`src/sv/okvl_pkg.sv`:
```
`timescale 1ns / 1ps
// ----------------------------------------------------------------------------
// okvl_pkg
// Types, constants and the key canonicalization function of the
// ordered key/value table
// ----------------------------------------------------------------------------
package okvl_pkg;

  // table size and derived widths
  localparam int DEPTH     = 16;
  localparam int IDX_W     = (DEPTH > 1) ? $clog2(DEPTH) : 1;
  localparam int CNT_W     = $clog2(DEPTH + 1);
  localparam int POS_W     = 11;
  localparam int NUM_W     = 32;
  localparam int KEY_HI_W  = 16;
  localparam int KEY_LO_W  = 64;
  localparam int KEY_W     = KEY_HI_W + KEY_LO_W;
  localparam int KEY_BYTES = KEY_W / 8;

  // operation codes
  typedef enum logic [2:0] {
    OP_INS_FRONT = 3'd0,
    OP_APPEND    = 3'd1,
    OP_DEL_FRONT = 3'd2,
    OP_DEL_BACK  = 3'd3,
    OP_DEL_KEY   = 3'd4,
    OP_FIND_POS  = 3'd5,
    OP_FIND_NUM  = 3'd6
  } op_t;

  // result status codes
  typedef enum logic [1:0] {
    ST_OK       = 2'd0,
    ST_EMPTY    = 2'd1,
    ST_NOTFOUND = 2'd2,
    ST_FULL     = 2'd3
  } status_t;

  // controller states
  typedef enum logic [2:0] {
    S_IDLE,
    S_DECODE,
    S_SEARCH,
    S_SHIFT_UP,
    S_SHIFT_DN,
    S_FINISH
  } state_t;

  // walk pointer start points
  typedef enum logic [1:0] {
    PTR_ZERO,
    PTR_ONE,
    PTR_COUNT
  } ptr_sel_t;

  // input beat
  typedef struct packed {
    logic [2:0]              op;
    logic [KEY_HI_W-1:0]     key_high;
    logic [KEY_LO_W-1:0]     key_low;
    logic signed [NUM_W-1:0] number_in;
  } in_item_t;

  // result beat
  typedef struct packed {
    logic [1:0]              status;
    logic [POS_W-1:0]        position;
    logic signed [NUM_W-1:0] number_out;
  } out_item_t;

  // canonical key
  typedef struct packed {
    logic [KEY_HI_W-1:0] hi;
    logic [KEY_LO_W-1:0] lo;
  } key_t;

  // one table entry as held in memory
  typedef struct packed {
    logic [KEY_HI_W-1:0] key_high;
    logic [KEY_LO_W-1:0] key_low;
    logic [NUM_W-1:0]    value;
  } entry_t;

  // controller to datapath commands
  typedef struct packed {
    logic     capture;
    logic     ptr_ld;
    ptr_sel_t ptr_sel;
    logic     search;
    logic     shift_up;
    logic     shift_dn;
    logic     wr_new;
    logic     wr_back;
    logic     cnt_inc;
    logic     cnt_dec;
    logic     out_load;
    status_t  out_status;
  } dp_cmd_t;

  // datapath to controller status
  typedef struct packed {
    logic [2:0] op;
    logic       empty;
    logic       full;
    logic       hit;
    logic       more_up;
    logic       more_dn;
    logic       pend;
  } dp_stat_t;

  // clear every byte after the first zero byte of the name
  function automatic key_t canon_key(input logic [KEY_HI_W-1:0] hi,
                                     input logic [KEY_LO_W-1:0] lo);
    logic [KEY_W-1:0] v;
    logic             ended;
    key_t             k;
    v     = {hi, lo};
    ended = 1'b0;
    for (int i = 0; i < KEY_BYTES; i++) begin
      if (ended) begin
        v[KEY_W-1-8*i -: 8] = 8'h00;
      end else if (v[KEY_W-1-8*i -: 8] == 8'h00) begin
        ended = 1'b1;
      end
    end
    k.hi = v[KEY_W-1 -: KEY_HI_W];
    k.lo = v[KEY_LO_W-1:0];
    return k;
  endfunction

endpackage

```
`src/sv/okvl_ram.sv`:
```
`timescale 1ns / 1ps
// ----------------------------------------------------------------------------
// okvl_ram
// Generic single-write, single-read RAM with registered read data
// ----------------------------------------------------------------------------
module okvl_ram #(
  parameter int WIDTH = 8,
  parameter int DEPTH = 16,
  parameter int AW    = (DEPTH > 1) ? $clog2(DEPTH) : 1
) (
  input  logic             clk,
  input  logic             we,
  input  logic [AW-1:0]    waddr,
  input  logic [WIDTH-1:0] wdata,
  input  logic             re,
  input  logic [AW-1:0]    raddr,
  output logic [WIDTH-1:0] rdata
);

  logic [WIDTH-1:0] mem_r [DEPTH];
  logic [WIDTH-1:0] rdata_r;

  // write port and registered read port
  always_ff @(posedge clk) begin
    if (we) begin
      mem_r[waddr] <= wdata;
    end
    if (re) begin
      rdata_r <= mem_r[raddr];
    end
  end

  assign rdata = rdata_r;

endmodule

```
`src/sv/okvl_ctrl.sv`:
```
`timescale 1ns / 1ps
// ----------------------------------------------------------------------------
// okvl_ctrl
// Controller of the ordered key/value table: decodes the operation and
// sequences search, shift and result steps of the datapath
// ----------------------------------------------------------------------------
module okvl_ctrl (
  input  logic               clk,
  input  logic               rst_n,
  input  logic               in_valid,
  output logic               in_ready,
  output logic               out_valid,
  input  logic               out_ready,
  input  okvl_pkg::dp_stat_t stat,
  output okvl_pkg::dp_cmd_t  cmd
);
  import okvl_pkg::*;

  state_t  state_r, state_nxt;
  status_t st_r, st_nxt;
  logic    out_valid_r, out_valid_nxt;

  // state, status code and output valid registers
  always_ff @(posedge clk) begin
    if (!rst_n) begin
      state_r     <= S_IDLE;
      st_r        <= ST_OK;
      out_valid_r <= 1'b0;
    end else begin
      state_r     <= state_nxt;
      st_r        <= st_nxt;
      out_valid_r <= out_valid_nxt;
    end
  end

  // next state and commands
  always_comb begin
    state_nxt      = state_r;
    st_nxt         = st_r;
    cmd            = '0;
    cmd.ptr_sel    = PTR_ZERO;
    cmd.out_status = st_r;
    in_ready       = 1'b0;

    case (state_r)
      S_IDLE: begin
        in_ready = 1'b1;
        if (in_valid) begin
          cmd.capture = 1'b1;
          state_nxt   = S_DECODE;
        end
      end

      S_DECODE: begin
        case (stat.op)
          OP_INS_FRONT: begin
            if (stat.full) begin
              st_nxt    = ST_FULL;
              state_nxt = S_FINISH;
            end else begin
              cmd.ptr_ld  = 1'b1;
              cmd.ptr_sel = PTR_COUNT;
              state_nxt   = S_SHIFT_UP;
            end
          end
          OP_APPEND: begin
            if (stat.full) begin
              st_nxt = ST_FULL;
            end else begin
              cmd.wr_new  = 1'b1;
              cmd.wr_back = 1'b1;
              cmd.cnt_inc = 1'b1;
              st_nxt      = ST_OK;
            end
            state_nxt = S_FINISH;
          end
          OP_DEL_FRONT: begin
            if (stat.empty) begin
              st_nxt    = ST_EMPTY;
              state_nxt = S_FINISH;
            end else begin
              cmd.ptr_ld  = 1'b1;
              cmd.ptr_sel = PTR_ONE;
              state_nxt   = S_SHIFT_DN;
            end
          end
          OP_DEL_BACK: begin
            if (stat.empty) begin
              st_nxt = ST_EMPTY;
            end else begin
              cmd.cnt_dec = 1'b1;
              st_nxt      = ST_OK;
            end
            state_nxt = S_FINISH;
          end
          OP_DEL_KEY, OP_FIND_POS, OP_FIND_NUM: begin
            if (stat.empty) begin
              st_nxt    = ST_EMPTY;
              state_nxt = S_FINISH;
            end else begin
              cmd.ptr_ld  = 1'b1;
              cmd.ptr_sel = PTR_ZERO;
              state_nxt   = S_SEARCH;
            end
          end
          default: begin
            st_nxt    = ST_OK;
            state_nxt = S_FINISH;
          end
        endcase
      end

      // walk the table until the first match or the end
      S_SEARCH: begin
        cmd.search = 1'b1;
        if (stat.hit) begin
          st_nxt    = ST_OK;
          state_nxt = (stat.op == OP_DEL_KEY) ? S_SHIFT_DN : S_FINISH;
        end else if (!stat.more_dn && !stat.pend) begin
          st_nxt    = ST_NOTFOUND;
          state_nxt = S_FINISH;
        end
      end

      // move entries one slot back, then write the new front entry
      S_SHIFT_UP: begin
        cmd.shift_up = 1'b1;
        if (!stat.more_up && !stat.pend) begin
          cmd.wr_new  = 1'b1;
          cmd.cnt_inc = 1'b1;
          st_nxt      = ST_OK;
          state_nxt   = S_FINISH;
        end
      end

      // move entries one slot forward over the removed one
      S_SHIFT_DN: begin
        cmd.shift_dn = 1'b1;
        if (!stat.more_dn && !stat.pend) begin
          cmd.cnt_dec = 1'b1;
          st_nxt      = ST_OK;
          state_nxt   = S_FINISH;
        end
      end

      // hand the result to the output register once it is free
      S_FINISH: begin
        if (!out_valid_r || out_ready) begin
          cmd.out_load = 1'b1;
          state_nxt    = S_IDLE;
        end
      end

      default: begin
        state_nxt = S_IDLE;
      end
    endcase
  end

  // output beat valid
  always_comb begin
    out_valid_nxt = out_valid_r;
    if (cmd.out_load) begin
      out_valid_nxt = 1'b1;
    end else if (out_ready) begin
      out_valid_nxt = 1'b0;
    end
  end

  assign out_valid = out_valid_r;

endmodule

```
`src/sv/okvl_datapath.sv`:
```
`timescale 1ns / 1ps
// ----------------------------------------------------------------------------
// okvl_datapath
// Datapath of the ordered key/value table: entry memory, walk pointer,
// key compare, entry count and result register
// ----------------------------------------------------------------------------
module okvl_datapath (
  input  logic                clk,
  input  logic                rst_n,
  input  okvl_pkg::in_item_t  in_data,
  input  okvl_pkg::dp_cmd_t   cmd,
  output okvl_pkg::dp_stat_t  stat,
  output okvl_pkg::out_item_t out_data
);
  import okvl_pkg::*;

  // captured operation
  logic [2:0]          op_r;
  logic [KEY_HI_W-1:0] key_hi_r;
  logic [KEY_LO_W-1:0] key_lo_r;
  logic [NUM_W-1:0]    num_r;
  key_t                key_c;

  // table and walk state
  logic [CNT_W-1:0] count_r, count_nxt;
  logic [CNT_W-1:0] ptr_r, ptr_nxt, ptr_dec;
  logic             pend_r, pend_nxt;
  logic [IDX_W-1:0] pend_idx_r, pend_idx_nxt;
  logic [IDX_W-1:0] hit_idx_r;
  logic [NUM_W-1:0] hit_val_r;
  out_item_t        out_data_r;

  // memory ports
  logic             we, re;
  logic [IDX_W-1:0] waddr, raddr;
  entry_t           wdata, rd_entry;
  logic             match, more_up, more_dn;

  okvl_ram #(
    .WIDTH ($bits(entry_t)),
    .DEPTH (DEPTH)
  ) u_ram (
    .clk   (clk),
    .we    (we),
    .waddr (waddr),
    .wdata (wdata),
    .re    (re),
    .raddr (raddr),
    .rdata (rd_entry)
  );

  assign key_c = canon_key(in_data.key_high, in_data.key_low);

  // capture the beat with its key canonicalized
  always_ff @(posedge clk) begin
    if (cmd.capture) begin
      op_r     <= in_data.op;
      key_hi_r <= key_c.hi;
      key_lo_r <= key_c.lo;
      num_r    <= in_data.number_in;
    end
  end

  // compare and walk conditions
  assign match   = pend_r && (rd_entry.key_high == key_hi_r) &&
                   (rd_entry.key_low == key_lo_r);
  assign more_up = (ptr_r != '0);
  assign more_dn = (ptr_r < count_r);
  assign ptr_dec = ptr_r - CNT_W'(1);

  // read issue
  assign re    = (cmd.search && !match && more_dn) || (cmd.shift_dn && more_dn) ||
                 (cmd.shift_up && more_up);
  assign raddr = cmd.shift_up ? ptr_dec[IDX_W-1:0] : ptr_r[IDX_W-1:0];

  // walk pointer and pending read tracking
  always_comb begin
    ptr_nxt      = ptr_r;
    pend_nxt     = re;
    pend_idx_nxt = re ? raddr : pend_idx_r;
    if (cmd.ptr_ld) begin
      case (cmd.ptr_sel)
        PTR_ZERO:  ptr_nxt = '0;
        PTR_ONE:   ptr_nxt = CNT_W'(1);
        PTR_COUNT: ptr_nxt = count_r;
        default:   ptr_nxt = '0;
      endcase
    end else if (cmd.search && match) begin
      ptr_nxt = CNT_W'(pend_idx_r) + CNT_W'(1);
    end else if (re) begin
      ptr_nxt = cmd.shift_up ? ptr_dec : ptr_r + CNT_W'(1);
    end
  end

  // write port: shifted entry or new entry
  always_comb begin
    we    = 1'b0;
    waddr = '0;
    wdata = rd_entry;
    if (cmd.shift_up && pend_r) begin
      we    = 1'b1;
      waddr = pend_idx_r + IDX_W'(1);
    end else if (cmd.shift_dn && pend_r) begin
      we    = 1'b1;
      waddr = pend_idx_r - IDX_W'(1);
    end else if (cmd.wr_new) begin
      we             = 1'b1;
      waddr          = cmd.wr_back ? count_r[IDX_W-1:0] : '0;
      wdata.key_high = key_hi_r;
      wdata.key_low  = key_lo_r;
      wdata.value    = num_r;
    end
  end

  // entry count
  always_comb begin
    count_nxt = count_r;
    if (cmd.cnt_inc) begin
      count_nxt = count_r + CNT_W'(1);
    end else if (cmd.cnt_dec) begin
      count_nxt = count_r - CNT_W'(1);
    end
  end

  always_ff @(posedge clk) begin
    if (!rst_n) begin
      count_r <= '0;
      pend_r  <= 1'b0;
    end else begin
      count_r <= count_nxt;
      pend_r  <= pend_nxt;
    end
  end

  always_ff @(posedge clk) begin
    ptr_r      <= ptr_nxt;
    pend_idx_r <= pend_idx_nxt;
  end

  // first match record
  always_ff @(posedge clk) begin
    if (cmd.search && match) begin
      hit_idx_r <= pend_idx_r;
      hit_val_r <= rd_entry.value;
    end
  end

  // result register
  always_ff @(posedge clk) begin
    if (cmd.out_load) begin
      out_data_r.status <= cmd.out_status;
      out_data_r.position <= (cmd.out_status == ST_OK && op_r == OP_FIND_POS) ?
                             POS_W'(hit_idx_r) + POS_W'(1) : '0;
      out_data_r.number_out <= (cmd.out_status == ST_OK && op_r == OP_FIND_NUM) ?
                               hit_val_r : '0;
    end
  end

  assign out_data = out_data_r;

  // status to the controller
  assign stat.op      = op_r;
  assign stat.empty   = (count_r == '0);
  assign stat.full    = (count_r == CNT_W'(DEPTH));
  assign stat.hit     = match;
  assign stat.more_up = more_up;
  assign stat.more_dn = more_dn;
  assign stat.pend    = pend_r;

endmodule

```
`src/sv/ordered_key_value_list.sv`:
```
// Append, delete back, refusals and the spare opcode finish without a walk; find
// walks from the front to the first match or the end; insert front moves every
// entry one slot back, then writes the front; delete front and delete key (after
// its find) move the later entries one slot forward. Throughput: one item at a time,
// next beat taken from when result valid rises, walk paced by the single RAM read port.
// Reset (synchronous, rst_n low) empties the table; entry RAM is not cleared.
`timescale 1ns / 1ps
// ----------------------------------------------------------------------------
// ordered_key_value_list
// Ordered table of name/number entries with front and back insert, delete
// by position or key, and key search
// ----------------------------------------------------------------------------
module ordered_key_value_list (
  input  logic                clk,
  input  logic                rst_n,
  input  logic                in_valid,
  output logic                in_ready,
  input  okvl_pkg::in_item_t  in_data,
  output logic                out_valid,
  input  logic                out_ready,
  output okvl_pkg::out_item_t out_data
);
  import okvl_pkg::*;

  dp_cmd_t  cmd;
  dp_stat_t stat;

  // sequencer
  okvl_ctrl u_ctrl (
    .clk       (clk),
    .rst_n     (rst_n),
    .in_valid  (in_valid),
    .in_ready  (in_ready),
    .out_valid (out_valid),
    .out_ready (out_ready),
    .stat      (stat),
    .cmd       (cmd)
  );

  // storage, compare and result
  okvl_datapath u_datapath (
    .clk      (clk),
    .rst_n    (rst_n),
    .in_data  (in_data),
    .cmd      (cmd),
    .stat     (stat),
    .out_data (out_data)
  );

endmodule

```
`config.mk`:
```
export PLATFORM = sky130hd
export DESIGN_NAME = ordered_key_value_list
export DESIGN_NICKNAME = d
export VERILOG_FILES = /design/src/sv/okvl_pkg.sv /design/src/sv/okvl_ram.sv /design/src/sv/okvl_ctrl.sv /design/src/sv/okvl_datapath.sv /design/src/sv/ordered_key_value_list.sv
export SDC_FILE = /design/constraint.sdc
export NUM_CORES = 2
export LEC_CHECK = 0
export ABC_AREA = 1
export BUFFER_PORTS_ARGS = -buffer_cell sky130_fd_sc_hd__buf_4
export CAP_MARGIN = 0
export CORE_ASPECT_RATIO = 1.25
export CORE_MARGIN = 2
export CORE_UTILIZATION = 40
export CTS_CLUSTER_SIZE = 25
export DETAILED_ROUTE_END_ITERATION = 6
export PLACE_DENSITY = 0.59
export SYNTH_ARGS = -nofsm -noshare
export SYNTH_HDL_FRONTEND = slang
export SYNTH_SLANG_ARGS = --single-unit
```
`constraint.sdc`:
```
create_clock -name clk -period 16.85 [get_ports clk]
set_clock_uncertainty 0.1 [all_clocks]
set_input_delay 1.685 -clock clk [delete_from_list [all_inputs] [get_ports clk]]
set_output_delay 1.685 -clock clk [all_outputs]
set_load 0.01 [all_outputs]
```
==> impl_metrics.py <==
metrics = {
    "outcome": {
        "run_status": "finished, violations left",
        "violated_checks": "design-rule violations",
    },
    "grt": {
        "grt_usage": 0.208,
        "grt_start_max_net_pins": 232,
        "grt_first_pass_wirelength_um": 341000,
        "grt_remaining_overflow": 0,
        "vias_in_the_first_global_route": 52400,
        "grt_antenna_before_repair": 6,
    },
    "synth": {
        "postSynthRegisterBits": 2115,
        "synth_warnings": 0,
        "number_of_instances_in_the_synthesized_netlist": 7398,
        "post-synth-top-area-fraction": 0.733,
        "mappedNetlistArea_mm2": 0.0861,
        "synth.avg_cell_area_um2": 11.6,
        "dominantRegCellSynth": "edfxtp_1",
        "synth_edf_count": 2103,
        "synth-async-reset-ratio": 0,
        "synth.most_common_cell": "nand2_1",
        "synth.top_cells.by_count": "nand2_1 (2820), edfxtp_1 (2103), o21ai_0 (417)",
        "yosys-top-cells-area": "edfxtp_1 (73%), nand2_1 (12%), a31oi_1 (2.8%), o21ai_0 (2.4%), nor2_1 (1.6%)",
        "synthDistinctLibCells": 42,
        "netlist.top_cell.by_area": "edfxtp_1",
        "yosysSeqAreaShare": 0.736,
    },
    "placed_design": {
        "placedCellCount": 10200,
        "numPortBuffers": 159,
        "preCtsSetupSlack_ns": 11.79,
        "gp_routability_congestion": 0.856,
        "post-dp-hpwl_um": 116000,
    },
    "drt": {
        "drt-vias-per-instance": 5.26,
        "drt-total-wl_um": 232000,
        "drt.antenna.violating_nets": 0,
        "route.detailed.drc": 4,
        "via_count": 55500,
        "drt_pre_antenna_iters": 7,
        "drt-initial-drc-count": 5933,
        "routedWlPerCell_um": 22.0,
    },
    "finish": {
        "post_route_cells_drive_above_1_share": 0.0814,
        "design.final.nets": 7626,
        "layout.filler_cells": 19200,
        "area.growth.synth_to_final_pct": 13.0,
        "finish.cell_count_without_fillers": 10500,
    },
    "worst_setup_path": {
        "crit-reg2reg-launch": "u_ctrl.state_r[1]$_SDFFE_PN0P_",
        "crit_path_max_incr_delay_ns": 0.95,
        "worst-path-max-fanout": 191,
        "list_of_cells_traversed_by_the_critical_path": "nand3_2, inv_2, ha_4, inv_8, buf_12, buf_4, nand2_1, a31oi_1, o21ai_0, o21ai_1, nor2_1, a31oi_1",
        "cpMostUsedCell": "a31oi_1",
        "worst_setup_path_start_kind": "register",
        "critPathRequiredTime_ns": 17.49,
        "startpoint": "u_ctrl.state_r[1]$_SDFFE_PN0P_",
        "timing_worst_setup_path_type": "reg2reg",
        "worst_ep_arrival_time_ns": 5.72,
        "cpMaxStageDelayCell": "buf_4",
        "endpoint_kind": "register",
    },
    "sta": {
        "finalMaxSlewViolations": 0,
        "summed_negative_setup_slack_over_all_endpoints_ns": 0,
        "rsz0062_at_grt": "no",
        "min_period_over_period": 0.302,
        "fmax_mhz": 197,
        "worst_slack_ns": 11.77,
        "max_slew.worst_pin.slew_ns": 1.24,
        "report.final.hold_viol_count": 0,
        "worst_slew_margin": 0.169,
        "setup_violations": 0,
        "final_period_minus_worst_setup_slack_ns": 5.08,
    },
    "floorplanning": {
        "design.core.area_mm2": 0.214,
        "die_height_um": 523,
        "top_level_ports": 166,
        "fp.dieArea_mm2": 0.219,
        "effective_utilization_at_floorplan": 0.402,
        "floorplan.die.width_um": 419,
        "placementRows": 190,
    },
    "run": {
        "timing.max_cap.violations": 0,
    },
    "clock_network": {
        "cts_max_path_buffers": 3,
        "clock_tree.root_cell": "clkbuf_16",
        "cts.repair.resized": 0,
        "cts_made_buffers": 206,
        "cts.htree.levels": 4,
        "cts.sinks": 2115,
        "worst_setup_hold_path_clk_slew_ns": 0.06,
        "tritoncts_clock_tree": "yes",
        "clock_latency_ns": 0.89,
        "cts_hold_buf": 0,
        "cts_setup_buffers": 0,
    },
    "worst_hold_path": {
        "min_from": "u_datapath.u_ram.rdata[12]$_DFFE_PP_",
        "worst_hold_path_class": "reg2reg",
    },
    "power": {
        "netSwitchingFraction": 0.333,
        "clock_power_share": 0.304,
        "worst_ir_drop_vdd_uv": 150,
        "total_leakage_power_nw": 35.5,
        "power.net_switching_mw": 5.01,
        "p_per_area_mw_per_mm2": 155,
        "comb_power_share": 0.260,
        "p_seq_frac": 0.436,
        "p_int_mw": 10.0,
    },
}
[layer usage]
metal | vias up | GRT usage | wire length, µm
li1 | 25900 | - | -
met1 | 27300 | 0.285 | 98300
met2 | 1914 | 0.342 | 111000
met3 | 394 | 0.0262 | 14600
met4 | 0 | 0.0763 | 7560
met5 | - | 0 | 0
[cell usage in the layout, fill, tap and decap left out, types with 3 or more instances in the layout]
master,count
a21oi_1,24
a31oi_1,380
buf_12,19
buf_4,266
bufinv_16,19
clkbuf_1,38
clkbuf_16,208
clkinv_1,46
clkinv_16,3
clkinv_2,53
clkinvlp_4,4
conb_1,6
dfxtp_1,12
edfxtp_1,2103
ha_1,16
inv_1,326
inv_16,4
inv_2,4
inv_6,6
nand2_1,2818
nand3_1,208
nand3b_1,5
nand4_1,10
nor2_1,340
nor2_4,18
nor3_1,5
nor4_1,15
o211ai_1,77
o21ai_0,404
o21ai_1,174
xnor2_1,13
xor2_1,10
[final timing paths]
kind	cells after the start	slack, ns	to
min	0	0.34	u_datapath.hit_val_r[12]$_DFFE_PP_
max reg2reg	12	11.77	u_datapath.u_ram.rdata[93]$_DFFE_PP_
max	12	11.77	u_datapath.u_ram.rdata[93]$_DFFE_PP_
min reg2reg	0	0.34	u_datapath.hit_val_r[12]$_DFFE_PP_
[critical path: cells and delay by family, from the launching register on]
family / cells / cell delay (ns)
compound gates: 4 / 0.60
fa+ha+maj: 1 / 0.42
buf+inv: 4 / 2.51
flops: 1 / 0.45
simple gates: 3 / 0.44
[cell families (layout without fill, tap and decap cells)]
group           count (synthesis)  in the layout  synth area share
simple gates                 3431           3431             0.154
flops                        2115           2115             0.736
other cells                     1              8         0.0000435
compound gates               1071           1071            0.0704
xor+xnor                       23             23           0.00234
buf+inv                       739           1002            0.0344
fa+ha+maj                      18             18           0.00270
[stage by stage]
step,area [µm²],hold WS (ns),power [mW],utilization
6_report,97300,0.343,15.0,0.454
4_1_cts,97300,0.343,15.1,0.454
3_5_place_dp,90600,0.333,10.6,0.423
5_1_grt,97300,0.357,15.8,0.454
3_3_place_gp,90600,0.330,10.5,0.423
2_1_floorplan,86100,0.327,9.30,-
[registers in the layout (all words and copies together), names as in the netlist]
| register | flops |
|---|---|
| u_ctrl.out_valid | 1 |
| u_ctrl.st_r | 2 |
| u_ctrl.state_r | 3 |
| u_datapath.count_r | 5 |
| u_datapath.hit_idx_r | 4 |
| u_datapath.hit_val_r | 32 |
| u_datapath.key_hi_r | 16 |
| u_datapath.key_lo_r | 64 |
| u_datapath.num_r | 32 |
| u_datapath.op_r | 3 |
| u_datapath.out_data | 39 |
| u_datapath.pend_idx_r | 4 |
| u_datapath.pend_r | 1 |
| u_datapath.ptr_r | 5 |
| u_datapath.u_ram.mem_r | 1792 |
| u_datapath.u_ram.rdata | 112 |
[power by group through the flow]
stage,combinational (mW),sequential (mW),clock [mW]
after floorplan,2.66,6.64,0
after CTS,3.90,6.56,4.65
after global placement,3.82,6.67,0
after global routing,4.35,6.58,4.85
after detailed placement,3.89,6.67,0
final,3.90,6.56,4.57
[area by class of cell]
| cell class | instances | area, µm² | area share |
|---|---|---|---|
| antenna | 2 | 5.00 | 0.0000514 |
| tap | 2880 | 3600 | 0.0370 |
| clock inverter | 139 | 1310 | 0.0135 |
| clock buffer | 246 | 5350 | 0.0550 |
| sequential | 2115 | 63400 | 0.652 |
| inverter | 332 | 1260 | 0.0130 |
| multi-input combinational | 4549 | 20000 | 0.205 |
| timing repair buffer | 285 | 2380 | 0.0244 |
Power figures use the tool's default switching activity.
